## config.mk

```make
export PLATFORM = sky130hd
export DESIGN_NAME = bri_fifo
export DESIGN_NICKNAME = d
export VERILOG_FILES = /design/src/sv/bri_pkg.sv /design/src/sv/bri_fifo.sv
export SDC_FILE = /design/constraint.sdc
export NUM_CORES = 1
export LEC_CHECK = 0
export ABC_AREA = 1
export BUFFER_PORTS_ARGS = -buffer_cell sky130_fd_sc_hd__buf_2
export CORE_MARGIN = 2
export CORE_UTILIZATION = 30
export CTS_CLUSTER_SIZE = 14
export DETAILED_ROUTE_END_ITERATION = 10
export HOLD_SLACK_MARGIN = 0.06
export PLACE_DENSITY = 0.5
export SYNTH_ARGS = -nofsm -noshare
export SYNTH_HDL_FRONTEND = slang
export SYNTH_SLANG_ARGS = --single-unit
```

## constraint.sdc

```tcl
create_clock -name clk_i -period 8.6 [get_ports clk_i]
set_input_delay 0.43 -clock clk_i [delete_from_list [all_inputs] [get_ports clk_i]]
set_output_delay 0.43 -clock clk_i [all_outputs]
set_load 0.005 [all_outputs]
```

## src/sv/bri_pkg.sv

```systemverilog
`timescale 1ns / 1ps
// Shared types, widths and codes for the bicubic RGB resizer.
// Depends on nothing; every other file but bri_ram imports it.
package bri_pkg;

  localparam int MAX_SRC_DIM  = 256;
  localparam int MAX_DEST_DIM = 1024;
  localparam int STORE_DEPTH  = MAX_SRC_DIM * MAX_SRC_DIM;
  localparam int ADDR_W       = $clog2(STORE_DEPTH);
  localparam int SRC_W        = 9;
  localparam int DEST_W       = 11;
  localparam int OUT_W        = 10;
  localparam int COORD_W      = $clog2(MAX_SRC_DIM);
  localparam int FRAC_W       = 16;
  localparam int INT_W        = OUT_W + COORD_W;
  localparam int POS_W        = INT_W + FRAC_W;
  localparam int PIX_W        = 24;
  localparam int VAL_W        = 34;
  localparam int CFG_IDX_W    = 8;
  localparam int CFG_DATA_W   = 16;

  localparam logic [CFG_IDX_W-1:0] REG_SRC_WIDTH   = 8'd0;
  localparam logic [CFG_IDX_W-1:0] REG_SRC_HEIGHT  = 8'd1;
  localparam logic [CFG_IDX_W-1:0] REG_DEST_WIDTH  = 8'd2;
  localparam logic [CFG_IDX_W-1:0] REG_DEST_HEIGHT = 8'd3;

  localparam logic KIND_LOAD    = 1'b0;
  localparam logic KIND_REQUEST = 1'b1;

  typedef struct packed {
    logic [SRC_W-1:0]  src_width;
    logic [SRC_W-1:0]  src_height;
    logic [DEST_W-1:0] dest_width;
    logic [DEST_W-1:0] dest_height;
  } cfg_t;

  typedef struct packed {
    logic              kind;
    logic [ADDR_W-1:0] pixel_index;
    logic [PIX_W-1:0]  rgb;
    logic [POS_W-1:0]  gx;
    logic [POS_W-1:0]  gy;
  } job_t;

  typedef enum logic [1:0] {F_IDLE, F_DIV, F_PUSH} front_state_e;
  typedef enum logic [2:0] {B_IDLE, B_READ, B_LAST, B_CUB, B_OUT} back_state_e;

endpackage

```

## src/sv/bri_fifo.sv

```systemverilog
`timescale 1ns / 1ps
// Two-entry job queue between front and back end.
// Depends on bri_pkg.
module bri_fifo (
  input  logic          clk_i,
  input  logic          rst_ni,
  input  logic          push_i,
  input  bri_pkg::job_t job_i,
  output logic          full_o,
  input  logic          pop_i,
  output logic          valid_o,
  output bri_pkg::job_t job_o
);
  import bri_pkg::*;

  job_t       slot_q [2];
  logic       wr_q, rd_q;
  logic [1:0] cnt_q;

  assign full_o  = cnt_q == 2'd2;
  assign valid_o = cnt_q != 2'd0;
  assign job_o   = slot_q[rd_q];

  always_ff @(posedge clk_i or negedge rst_ni) begin
    if (!rst_ni) begin
      wr_q  <= 1'b0;
      rd_q  <= 1'b0;
      cnt_q <= 2'd0;
    end else begin
      if (push_i) wr_q <= !wr_q;
      if (pop_i)  rd_q <= !rd_q;
      cnt_q <= cnt_q + {1'b0, push_i} - {1'b0, pop_i};
    end
  end

  always_ff @(posedge clk_i) begin
    if (push_i) slot_q[wr_q] <= job_i;
  end
endmodule

```

# ---- After elaboration in Yosys (flattened, before gate mapping)
# Memory sizes are Yosys's and may differ from the RTL's.
# Cells that the tools add are included.
dict set report totals {
  memories 1
  inputBits 113
  ff_bits 4
  word_cells 12
  ramBits 218
}
# memory words word_bits read_ports rd_clocked_by_memory_dff write_ports line
set memory_table {}
lappend memory_table {slot_q 2 109 1 0 1 bri_fifo.sv:16} ;# job_t slot_q [2];
dict set report classes {
  n_eq_ne 1
  n_addsub 2
  reduce_logical 3
  mux 2
}
# cell count
set op_table {}
lappend op_table {{$add 2x1->2} 1}
lappend op_table {{$eq 2x2->1 const B} 1}
lappend op_table {{$logic_not 1->1} 2}
lappend op_table {{$mux 1} 2}
lappend op_table {{$reduce_bool 2->1} 1}
lappend op_table {{$sub 2x1->2} 1}

# ---- Longest topological paths before layout
dict set report depth {
  depth_word 2
  mapped_depth 7
  mapped_depth_nobuf 7
}

# ---- Least setup slack after synthesis
# No wires, ideal clock.
dict set report synth_path {
  path_kind {input -> register}
  start {input push_i}
  end {memory slot_q[0][0] in the netlist's numbering, enable pin}
  arrival_ps 5031
  path_buffers 0
  setup_slack_ps 2988
  setup_ps 581
  stages 2
  cell_sequence {inv_1 > nor2_1}
}
dict set report synth_via {
  elab_chain_cells 2
}
# item line
set synth_lines {}
lappend synth_lines {{from (decl)} bri_fifo.sv:7} ;# input logic push_i,
lappend synth_lines {{$mux 1} bri_fifo.sv:37} ;# if (push_i) slot_q[wr_q] <= job_i;
lappend synth_lines {{$mux 1 (implied by the code)} bri_fifo.sv:37}
lappend synth_lines {{to (decl)} bri_fifo.sv:16}
# No other way between the ends.

==> run_results.csv <==
group,metric,value,unit
grt,antenna_found_initial,2,
layout,fin_nets,940,
routing,detail-route-antenna-nets,0,
layout,final_common_cell,"buf_2",
yosys,ys_types,14,
clock_tree,tritoncts,"yes",
sta,fmax,345,MHz
sta,hold_viol_final,0,
yosys,yosys.area.top_type_share,78.3,%
clock_tree,cts_resized,0,
yosys,synth_warnings,0,
power,power.density,311,mW/mm²
sta,setup_tns,0,ns
grt,grtUsageTotal,11.1,%
grt,grt_max_degree,96,
die,dieArea,0.0292,mm²
yosys,yosysSeqAreaShare,79.5,%
critical_path,cp-start-kind,"flop",
place,place.gp.congestion,0.698,
die,start_util,30.3,%
yosys,synth_seq_cells,222,
sta,tightest_slew,0.917,ns
sta,grt_setup_unrepaired,"false",
critical_path,worstPathCellList,"buf_4, o21ai_0, buf_2",
routing,num_vias,4938,
clock_tree,cts.sink_count,222,
yosys,ys_top_cells_by_area,"edfxtp_1 78%, o21ai_0 5.9%, inv_1 5.2%, nand2_1 5.2%, buf_6 1.6%",
die,die_h,171,µm
die,io-pin-count,224,
critical_path,worstSetupPathType,"reg -> out",
critical_path,required,8.17,ns
critical_path,critPathBufInv,2,
critical_path,crit_cells,3,
yosys,syn_inst,594,
clock_tree,clk_latency,0.52,ns
power,p_leak,4.42,nW
layout,final_cell_mix,"223 x buf_2, 218 x edfxtp_1, 116 x nand2_1, 115 x inv_1, 99 x o21ai_0",
routing,drtIter0Drc,197,
clock_tree,cts_made_buffers,24,
sta,min_period,2.90,ns
yosys,synth_fp_nets,709,
clock_tree,cts_buffer_depth,3,
sta,slew_violations,0,
routing,via_per_inst,4.04,
min_path,hp-class,"in -> reg",
power,peakVddDrop,0.222,mV
sta,setup_viol,0,
critical_path,crit_family,"buffers and inverters",
clock_tree,path_clk_slew,0.06,ns
die,die_w,171,µm
layout,area_delta_synth_final,25.7,%
routing,wl_per_cell,13.6,µm
yosys,synth_area,0.00836,mm²
yosys,yosysTopAreaCell,"edfxtp_1",
routing,dr.pass1.iters,4,
grt,first_global_vias,4779,
place,io_buffers,223,
critical_path,crit_path_max_incr_delay,0.73,ns
job,drv_cap,0,
outcome,status,"completed",
min_path,worstHoldPathCells,1,
clock_tree,h-tree-depth,1,
critical_path,cp.arrival,2.47,ns
critical_path,cp-end-kind,"output port",
critical_path,slowest_stage,"buf_4",
die,num_rows,61,
grt,grt_overflow,0,
die,coreArea,0.0276,mm²
sta,fin_hold_ws,0.0998,ns
sta,skew,0.0181,ns
sta,post-route-period-util,33.7,%
sta,maxSlewHeadroom,38.9,%
yosys,avgSynthCellArea,14.1,µm²
routing,wl,16.7,mm
layout,drive_gt1_share,32.1,%
place,dp_hpwl,10.7,mm
clock_tree,cts_root_buf,"clkbuf_16",
routing,remaining_drc_errors,0,
critical_path,crit_fanout,95,
grt,grt_pass1_wl,25.3,mm
critical_path,rr_worst_depth,3,
[cells in the mapped netlist, drive strengths merged]
cell type and n:
inv 116, buf 23, clkbuf 1, nand3 1
xor2 2, nand2 116, ha 2, nor2 2
o21ai 109, edfxtp 218, dfrtp 4
[routing by layer]
metal,track usage [%],share of wire [%],up-vias
li1,-,-,2475
met5,0,0,-
met4,3.76,2.5,0
met3,3.56,9.0,37
met2,17.6,46,168
met1,14.4,43,2258
[where the power goes]
part | total [W] | internal, W | switching (W)
combinational | 0.000851 | 0.000312 | 0.000539
sequential | 0.00150 | 0.00144 | 0.0000622
clock | 0.000915 | 0.000528 | 0.000387
total | 0.00327 | 0.00228 | 0.000989
[flip-flops by register name, summed over array words and instances (netlist names)]
register and flops:
slot_q 218, cnt_q 2, rd_q 1, wr_q 1
[area by class of cell]
cell class,count,area (µm²)
diodes,2,5.00
clock buffers,33,656
clock inverters,9,38.8
fillers,2739,17100
inverters,116,438
multi-input cells,232,1080
flip-flops and latches,222,6650
well taps,378,473
repair buffers,229,1160
[per-stage QoR]
stage	power, W	cell area [µm²]	std cells	utilization (%)	setup slack, ns
3_3_place_gp	0.00240	9800	1176	35.5	5.84
2_1_floorplan	0.00205	8360	594	-	2.99
3_5_place_dp	0.00241	9800	1176	35.5	5.85
6_report	0.00327	10500	1221	38.0	5.70
4_1_cts	0.00334	10500	1219	38.0	5.63
5_1_grt	0.00350	10500	1219	38.0	5.49
[worst paths after layout]
| path | end | startpoint | slack, ns |
|---|---|---|---|
| hold reg to reg | wr_q | wr_q | 0.54 |
| hold / removal | slot_q[1][43] | job_i[43] | 0.1 |
| min in group asynchronous | wr_q | rst_ni | 0.26 |
| max in group asynchronous | rd_q | rst_ni | 8.20 |
| setup reg to reg | slot_q[0][75] | wr_q | 6.11 |
| setup / recovery | job_o[15] | rd_q | 5.70 |
[cell families (layout without fill, tap and decap cells)]
| group | count (synthesis) | in the layout | synth area share (%) |
|---|---|---|---|
| adders and majority gates | 2 | 2 | 0.299 |
| AOI/OAI and AO/OA | 109 | 109 | 6.98 |
| and+or+nand+nor | 119 | 119 | 5.36 |
| xor gates and xnor gates | 2 | 2 | 0.210 |
| buffers and inverters | 140 | 387 | 7.63 |
| DFF | 222 | 222 | 79.5 |
| other | 0 | 2 | 0 |
[timing repair]
item	CTS	global route
hold buffers	1	0
hold endpoints to repair	4	0
setup buffers	0	0
(Power assumes the default switching activity.)
