===== config.mk =====
export PLATFORM = sky130hd
export DESIGN_NAME = bri_front
export DESIGN_NICKNAME = d
export VERILOG_FILES = /design/src/sv/bri_pkg.sv /design/src/sv/bri_div.sv /design/src/sv/bri_front.sv
export SDC_FILE = /design/constraint.sdc
export NUM_CORES = 1
export LEC_CHECK = 0
export ABC_AREA = 1
export BUFFER_PORTS_ARGS = -buffer_cell sky130_fd_sc_hd__buf_2
export CAP_MARGIN = 30
export CORE_UTILIZATION = 50
export DETAILED_ROUTE_END_ITERATION = 6
export PLACE_DENSITY = 0.71
export SYNTH_ARGS = -nofsm -noshare
export SYNTH_HDL_FRONTEND = slang
export SYNTH_HIERARCHICAL = 1
export SYNTH_SLANG_ARGS = --single-unit

===== constraint.sdc =====
create_clock -name clk_i -period 6.4 [get_ports clk_i]
set_clock_uncertainty 0.1 [all_clocks]
set_input_delay 1.28 -clock clk_i [delete_from_list [all_inputs] [get_ports clk_i]]
set_output_delay 1.28 -clock clk_i [all_outputs]
set_load 0.01 [all_outputs]

===== src/sv/bri_pkg.sv =====
`timescale 1ns / 1ps
// Shared types, widths and codes for the bicubic RGB resizer.
// Depends on nothing; every other file but bri_ram imports it.
package bri_pkg;

  localparam int MAX_SRC_DIM  = 256;
  localparam int MAX_DEST_DIM = 1024;
  localparam int STORE_DEPTH  = MAX_SRC_DIM * MAX_SRC_DIM;
  localparam int ADDR_W       = $clog2(STORE_DEPTH);
  localparam int SRC_W        = 9;
  localparam int DEST_W       = 11;
  localparam int OUT_W        = 10;
  localparam int COORD_W      = $clog2(MAX_SRC_DIM);
  localparam int FRAC_W       = 16;
  localparam int INT_W        = OUT_W + COORD_W;
  localparam int POS_W        = INT_W + FRAC_W;
  localparam int PIX_W        = 24;
  localparam int VAL_W        = 34;
  localparam int CFG_IDX_W    = 8;
  localparam int CFG_DATA_W   = 16;

  localparam logic [CFG_IDX_W-1:0] REG_SRC_WIDTH   = 8'd0;
  localparam logic [CFG_IDX_W-1:0] REG_SRC_HEIGHT  = 8'd1;
  localparam logic [CFG_IDX_W-1:0] REG_DEST_WIDTH  = 8'd2;
  localparam logic [CFG_IDX_W-1:0] REG_DEST_HEIGHT = 8'd3;

  localparam logic KIND_LOAD    = 1'b0;
  localparam logic KIND_REQUEST = 1'b1;

  typedef struct packed {
    logic [SRC_W-1:0]  src_width;
    logic [SRC_W-1:0]  src_height;
    logic [DEST_W-1:0] dest_width;
    logic [DEST_W-1:0] dest_height;
  } cfg_t;

  typedef struct packed {
    logic              kind;
    logic [ADDR_W-1:0] pixel_index;
    logic [PIX_W-1:0]  rgb;
    logic [POS_W-1:0]  gx;
    logic [POS_W-1:0]  gy;
  } job_t;

  typedef enum logic [1:0] {F_IDLE, F_DIV, F_PUSH} front_state_e;
  typedef enum logic [2:0] {B_IDLE, B_READ, B_LAST, B_CUB, B_OUT} back_state_e;

endpackage


===== src/sv/bri_div.sv =====
`timescale 1ns / 1ps
// Restoring divider, one quotient bit per cycle, for the coordinate mapping.
// Depends on bri_pkg.
module bri_div (
  input  logic                      clk_i,
  input  logic                      rst_ni,
  input  logic                      start_i,
  input  logic [bri_pkg::POS_W-1:0] num_i,
  input  logic [bri_pkg::DEST_W-1:0] den_i,
  output logic                      done_o,
  output logic [bri_pkg::POS_W-1:0] quot_o
);
  import bri_pkg::*;
  localparam int CNT_W = $clog2(POS_W + 1);

  logic [POS_W-1:0]  num_q;
  logic [DEST_W-1:0] rem_q, den_q;
  logic [CNT_W-1:0]  cnt_q;
  logic              run_q, done_q;
  logic [DEST_W:0]   trial;
  logic              fits;

  assign trial = {rem_q, num_q[POS_W-1]};
  assign fits  = trial >= {1'b0, den_q};

  always_ff @(posedge clk_i or negedge rst_ni) begin
    if (!rst_ni) begin
      run_q  <= 1'b0;
      done_q <= 1'b0;
      cnt_q  <= '0;
    end else begin
      done_q <= 1'b0;
      if (start_i) begin
        run_q <= 1'b1;
        cnt_q <= '0;
      end else if (run_q) begin
        cnt_q <= cnt_q + 1'b1;
        if (cnt_q == CNT_W'(POS_W - 1)) begin
          run_q  <= 1'b0;
          done_q <= 1'b1;
        end
      end
    end
  end

  always_ff @(posedge clk_i) begin
    if (start_i) begin
      num_q <= num_i;
      den_q <= den_i;
      rem_q <= '0;
    end else if (run_q) begin
      rem_q <= fits ? DEST_W'(trial - {1'b0, den_q}) : trial[DEST_W-1:0];
      num_q <= {num_q[POS_W-2:0], fits};
    end
  end

  assign done_o = done_q;
  assign quot_o = num_q;
endmodule


===== src/sv/bri_front.sv =====
`timescale 1ns / 1ps
// Front end: accepts words, maps requests to source positions, queues jobs.
// Depends on bri_pkg and bri_div.
module bri_front (
  input  logic                       clk_i,
  input  logic                       rst_ni,
  input  bri_pkg::cfg_t              cfg_i,
  input  logic                       in_valid_i,
  output logic                       in_ready_o,
  input  logic                       kind_i,
  input  logic [bri_pkg::ADDR_W-1:0] pixel_index_i,
  input  logic [7:0]                 red_in_i,
  input  logic [7:0]                 green_in_i,
  input  logic [7:0]                 blue_in_i,
  input  logic [bri_pkg::OUT_W-1:0]  out_x_i,
  input  logic [bri_pkg::OUT_W-1:0]  out_y_i,
  output logic                       push_o,
  output bri_pkg::job_t              job_o,
  input  logic                       full_i
);
  import bri_pkg::*;

  front_state_e state_q, state_d;
  job_t         job_q;
  logic         accept, start, done_x, done_y;
  logic [INT_W-1:0] prod_x, prod_y;
  logic [POS_W-1:0] quot_x, quot_y;
  logic [COORD_W-1:0] span_x, span_y;

  assign accept = in_valid_i && in_ready_o;
  assign start  = accept && (kind_i == KIND_REQUEST);
  assign span_x = COORD_W'(cfg_i.src_width - 1'b1);
  assign span_y = COORD_W'(cfg_i.src_height - 1'b1);
  assign prod_x = out_x_i * span_x;
  assign prod_y = out_y_i * span_y;

  bri_div u_div_x (
    .clk_i, .rst_ni, .start_i(start), .num_i({prod_x, {FRAC_W{1'b0}}}),
    .den_i(cfg_i.dest_width), .done_o(done_x), .quot_o(quot_x)
  );
  bri_div u_div_y (
    .clk_i, .rst_ni, .start_i(start), .num_i({prod_y, {FRAC_W{1'b0}}}),
    .den_i(cfg_i.dest_height), .done_o(done_y), .quot_o(quot_y)
  );

  always_comb begin
    state_d    = state_q;
    in_ready_o = 1'b0;
    push_o     = 1'b0;
    unique case (state_q)
      F_IDLE: begin
        in_ready_o = 1'b1;
        if (in_valid_i) begin
          state_d = (kind_i == KIND_REQUEST) ? F_DIV : F_PUSH;
        end
      end
      F_DIV: begin
        if (done_x && done_y) begin
          state_d = F_PUSH;
        end
      end
      F_PUSH: begin
        push_o = !full_i;
        if (!full_i) begin
          state_d = F_IDLE;
        end
      end
      default: state_d = F_IDLE;
    endcase
  end

  always_ff @(posedge clk_i or negedge rst_ni) begin
    if (!rst_ni) begin
      state_q <= F_IDLE;
    end else begin
      state_q <= state_d;
    end
  end

  always_ff @(posedge clk_i) begin
    if (accept) begin
      job_q.kind        <= kind_i;
      job_q.pixel_index <= pixel_index_i;
      job_q.rgb         <= {red_in_i, green_in_i, blue_in_i};
    end
    if (state_q == F_DIV && done_x && done_y) begin
      job_q.gx <= quot_x;
      job_q.gy <= quot_y;
    end
  end

  assign job_o = job_q;
endmodule


## Yosys cells after proc, flatten, opt, wreduce, memory -nomap -nowiden

Index checks and enable logic that the tools add are counted.

- Register bits: 239
- Input port bits: 105
- Logic and storage cells: 76

- $add $sub $neg: 6
- Multipliers: 2
- Order comparisons: 2
- Equality and inequality tests: 7
- Mux-type cells: 29
- Reductions and logical operators: 10

Operators with widths:

| operator | number |
|---|---|
| $mux 34 | 4 |
| $mul 10x8->18 | 2 |
| $ge 12x11->1 | 2 |
| $mux 6 | 4 |
| $mux 11 | 2 |
| $sub 11x11->11 | 2 |
| $sub 8x1->8 const B | 2 |
| $mux 1 | 14 |
| $add 6x1->6 const B | 2 |
| $eq 6x6->1 const B | 2 |
| $mux 2 | 4 |
| $ne 2x2->1 const B | 3 |
| $pmux 2 s3 | 1 |
| $logic_and 1x1->1 | 5 |
| $reduce_bool 2->1 | 2 |
| $reduce_and 3->1 | 1 |
| $eq 2x1->1 const B | 1 |
| $eq 2x2->1 const B | 1 |
| $logic_not 2->1 | 1 |
| $logic_not 1->1 | 1 |

## Logic depth before layout (Yosys ltp)

- Word-level depth: 5
- Mapped depth: 27
- Gate-level depth less buffers: 27

## Hierarchy

The synthesis kept the hierarchy.

By module, submodules not included:

| module | times used | cells an instance | area an instance (um^2) | sequential area each (um^2) |
|---|---|---|---|---|
| bri_front | 1 | 998 | 9173.8 | 3323.2 |
| bri_div | 2 | 411 | 3437.0 | 1771.7 |

## Least setup slack after synthesis

No wires, ideal clock.

- Path kind: input port to flip-flop
- From: in cfg_i[22] in the netlist's numbering
- To: reg u_div_y.num_q[33] (netlist: u_div_y/quot_o[33]) (data pin)
- Setup time: 253 ps
- Arrival time: 5441 ps
- Required time: 6047 ps
- Path slack: 606 ps
- Cell stages on the path: 27
- Path buffers: 0
- Path through: inv_2 -> ha_1 -> inv_1 -> nor3_1 -> nand3_1 -> nand2_1 -> nand2_1 -> inv_1 -> nand2_1 -> fa_1 -> fa_1 -> inv_1 -> fa_1 -> inv_1 -> fa_1 -> inv_1 -> ha_1 -> nand2_1 -> inv_1 -> nand2_1 -> nand3_1 -> nand2_1 -> nand2_1 -> nand2_1 -> nand2_1 -> nand2_1 -> nand2_1

- Cells in the longest elaborated chain, start to end: 3

RTL lines:

| what | line | text |
|---|---|---|
| start: declaration | bri_front.sv:7 | `input bri_pkg::cfg_t cfg_i,` |
| $sub 8x1->8 | bri_front.sv:33 | `assign span_y = COORD_W'(cfg_i.src_height - 1'b1);` |
| $mul 10x8->18 | bri_front.sv:35 | `assign prod_y = out_y_i * span_y;` |
| named net prod_y[17] | bri_front.sv:26 | `logic [INT_W-1:0] prod_x, prod_y;` |
| $mux 34 | bri_div.sv:47 | `if (start_i) begin` |
| end signal: assignment | bri_div.sv:48 | `num_q <= num_i;` |
| end signal: assignment | bri_div.sv:53 | `num_q <= {num_q[POS_W-2:0], fits};` |
| end: declaration | bri_div.sv:16 | `logic [POS_W-1:0] num_q;` |

The timed path passes the listed nets, and every way through them passes these cells.
A chain may end at the register's enable or synchronous reset.

## Worst setup path after layout

- From: in cfg_i[23] in the netlist's numbering
- To: reg u_div_y.num_q[32] (netlist: u_div_y/quot_o[32]) (data pin)

The elaborated chain is that of the path after synthesis.

==> metrics.md <==
| Metric | Value |
|---|---|
| Top-level port count | around 220 |
| Die width | about 180 µm |
| Cells after synthesis | roughly 1800 |
| Pre-antenna DRT Iters | 5 |
| Syn Std Cell Area | 16000 µm² |
| Clock Latency Late Sink | around 540 ps |
| Finish-stage setup viols | 0 |
| Worst R2R End | u_div_y/quot_o[28]$_DFFE_PP_ |
| Area Overhead vs Synth | 15.9% |
| Final period utilization | 89.7% |
| Worst Setup SP | cfg_i[23] |
| Total power | 7.77 mW |
| Reg2reg setup slack | 3230 ps |
| Slew HR | 33.0% |
| WHS | 332 ps |
| Hold wc startpoint | u_div_y/quot_o[2]$_DFFE_PP_ |
| Netlist cell types | 41 |
| Most used cell, CP | nand2_1 |
| Critical Path Stages | 25 |
| MaxCap Viol Count | 0 |
| Iter 0 DRT Violations | 567 |
| Hold path depth | 0 |
| # diodes | 0 |
| Final setup TNS | 0 ps |
| Number of buffers added on ports | about 210 |
| Status | finished clean |
| Clock buffer count from CTS | 27 |
| Nets | 2395 |
| Top delay family on crit path | adder cells |
| Max Fclk | 174 MHz |
| Crit. End Element | flop |
| Final hold violation count | 0 |
| Final Util | around three fifths |
| RSZ-0062 raised after global routing | no |
| Tmin final | 5740 ps |
| Post-CTS Hold Buffers | 0 |
| Largest net degree at the start of global routing | slightly below 70 |
| Peak VDD IR | a little over 0.0002 V |
| Worst endpoint data arrival time | 5920 ps |
| EDFF count, synth | 199 |
| Critical path class | input port to flop |
| Worst hold path class | flop to flop |
| Aggregate global routing overflow | 0 |
| Filler Cells Inserted | 2828 |
| TritonCTS clock tree | yes |
| Die height | 181 µm |
| Postcts setup bufs | 0 |
| Die area | 32800 µm² |
| CTS Root Cell | clkbuf_16 |
| CP Launch Type | input port |
| Worst Tran Pin Value | 1000 ps |
| Vias in the first global route | 12100 |
| Total clock sinks | around 240 |
| Final wirelength | 34200 µm |
| FF+latch count, synth | ~240 |
| Initial Util | 50.9% |
| Vias post-DR | approximately 12000 |
| Layout cells sized above 1 | about 16% |
| Detail Route Antenna Nets | 0 |
| Pwr dens | 417 nW/µm² |
| Fin. max-slew vios | 0 |
| Row count | 65 |
| Via/cell ratio | 4.87 |
| Antenna violations before repair | 0 |
| Clk slew on worst S/H paths | 60 ps |
| Global-route wire length before repair | around 57000 µm |
| Main synth FF type | edfxtp_1 |
| Leak | between 9 and 10 nW |
| Reg2reg path depth | 10 |
| # resized after CTS | 0 |
| H-tree depth | 1 |
| DR WL/cell | 13.6 µm |
| Reg2reg start | state_q[1]$_DFFE_PN0P_ |
| Async SR Flop Fraction | 7.53% |
| CP peak stage delay | between 500 and 600 ps |
| Sequential area share after synthesis | between 40% and 50% |
| Hold path endpoint | job_o[2]$_DFFE_PP_ |
| Post-DP HPWL | 26400 µm |
| Worst setup margin | 659 ps |
| Buffers & Inverters on Critical Path | 7 |
| Req. time, crit path | roughly 6600 ps |
| CTS Buffer Depth | 3 |
| Synth warn | 6 |
| Remaining DRCs | 0 |
| Mean Syn Cell Area | 8.82 µm² |
| Core Footprint | 31600 µm² |
| CP max FO | 5 |
| Pre-CTS setup slack | 88.2 ps |
| Slowest CP cell | fa_1 |
| Tot GR Track Use | a little over a fifth |
| Final GP Congestion | 0.936 |
==> report_power, final <==
group          switching [mW]  total (mW)  internal [mW]
clock network           0.603        1.42          0.813
logic                    2.37        3.76           1.40
registers               0.244        2.59           2.34
total                    3.21        7.77           4.56
==> area by class of cell <==
cell class	instances	area, µm²	share of cell area [%]
clock buffers	31	691	3.71
flip-flops and latches	239	6870	36.9
repair buffers	236	1270	6.83
inverters	367	1380	7.41
multi-input cells	1217	7770	41.7
well taps	402	503	2.70
clock inverters	19	128	0.686
==> stage by stage <==
stage | area, µm² | std cells
finish | 18600 | 2511
global route | 18600 | 2511
CTS | 18600 | 2511
detailed placement | 17800 | 2461
global placement | 17800 | 2459
floorplan | 16200 | 1851
==> worst max-delay path by stage <==
stage	end	slack, ps
6_report	u_div_y/quot_o[32]$_DFFE_PP_	660
4_1_cts	u_div_y/quot_o[33]$_DFFE_PP_	680
5_1_grt	u_div_y/quot_o[32]$_DFFE_PP_	240
3_3_place_gp	u_div_y/quot_o[32]$_DFFE_PP_	190
3_5_place_dp	u_div_y/quot_o[33]$_DFFE_PP_	90
2_1_floorplan	u_div_y/quot_o[33]$_DFFE_PP_	610
==> cells in the final DEF (no fill, tap or decap), drive strengths merged, types with 18 or more instances in the layout <==
master,count
nor2,161
nand4,40
nand3,98
dfrtp,18
inv,367
dfxtp,22
edfxtp,199
clkbuf,31
buf,236
ha,104
fa,98
a21oi,31
nand2,591
conb,32
==> synth_stat cells, types with 7 or more instances <==
cell,instances,share of area [%]
nand4_1,38,1.5
o21ai_0,8,0.25
dfxtp_1,22,2.7
nand2_1,566,13
nor2_2,7,0.27
nand3_2,16,1.0
nor3_1,14,0.44
nand3_1,82,2.6
xnor2_1,10,0.55
fa_1,98,12
inv_2,8,0.19
ha_1,104,8.1
inv_1,359,8.4
a21oi_1,29,0.90
xor2_1,11,0.60
clkbuf_1,14,0.33
nor2_1,154,3.6
nand2_2,24,0.94
edfxtp_1,199,37
dfrtp_1,18,2.8
==> metal layers <==
metal / vias to the layer above / GRT usage, % / wire length (µm)
met1: 5711 / 27.2 / 15100
met2: 303 / 38.1 / 16900
met4: 0 / 5.12 / 615
met5: - / 0 / 0
li1: 6166 / - / -
met3: 47 / 2.38 / 1610
==> cells by family after synthesis <==
logic type / after synthesis / share of synthesized area (%)
AOI/OAI and AO/OA: 43 / 1.50
xor gates and xnor gates: 23 / 1.35
adders and majority gates: 202 / 20.3
buffers and inverters: 395 / 9.61
DFF: 239 / 42.8
other: 1 / 0.0234
and+or+nand+nor: 917 / 24.4
==> flip-flops by register name, summed over array words and instances, names as in the netlist, 6 cells and up <==
register,cells
u_div_x/cnt_q,6
u_div_y/den_q,11
job_o,109
u_div_x/den_q,11
u_div_y/quot_o,34
u_div_y/cnt_q,6
u_div_x/rem_q,11
u_div_x/quot_o,34
u_div_y/rem_q,11
Power figures use the tool's default switching activity.
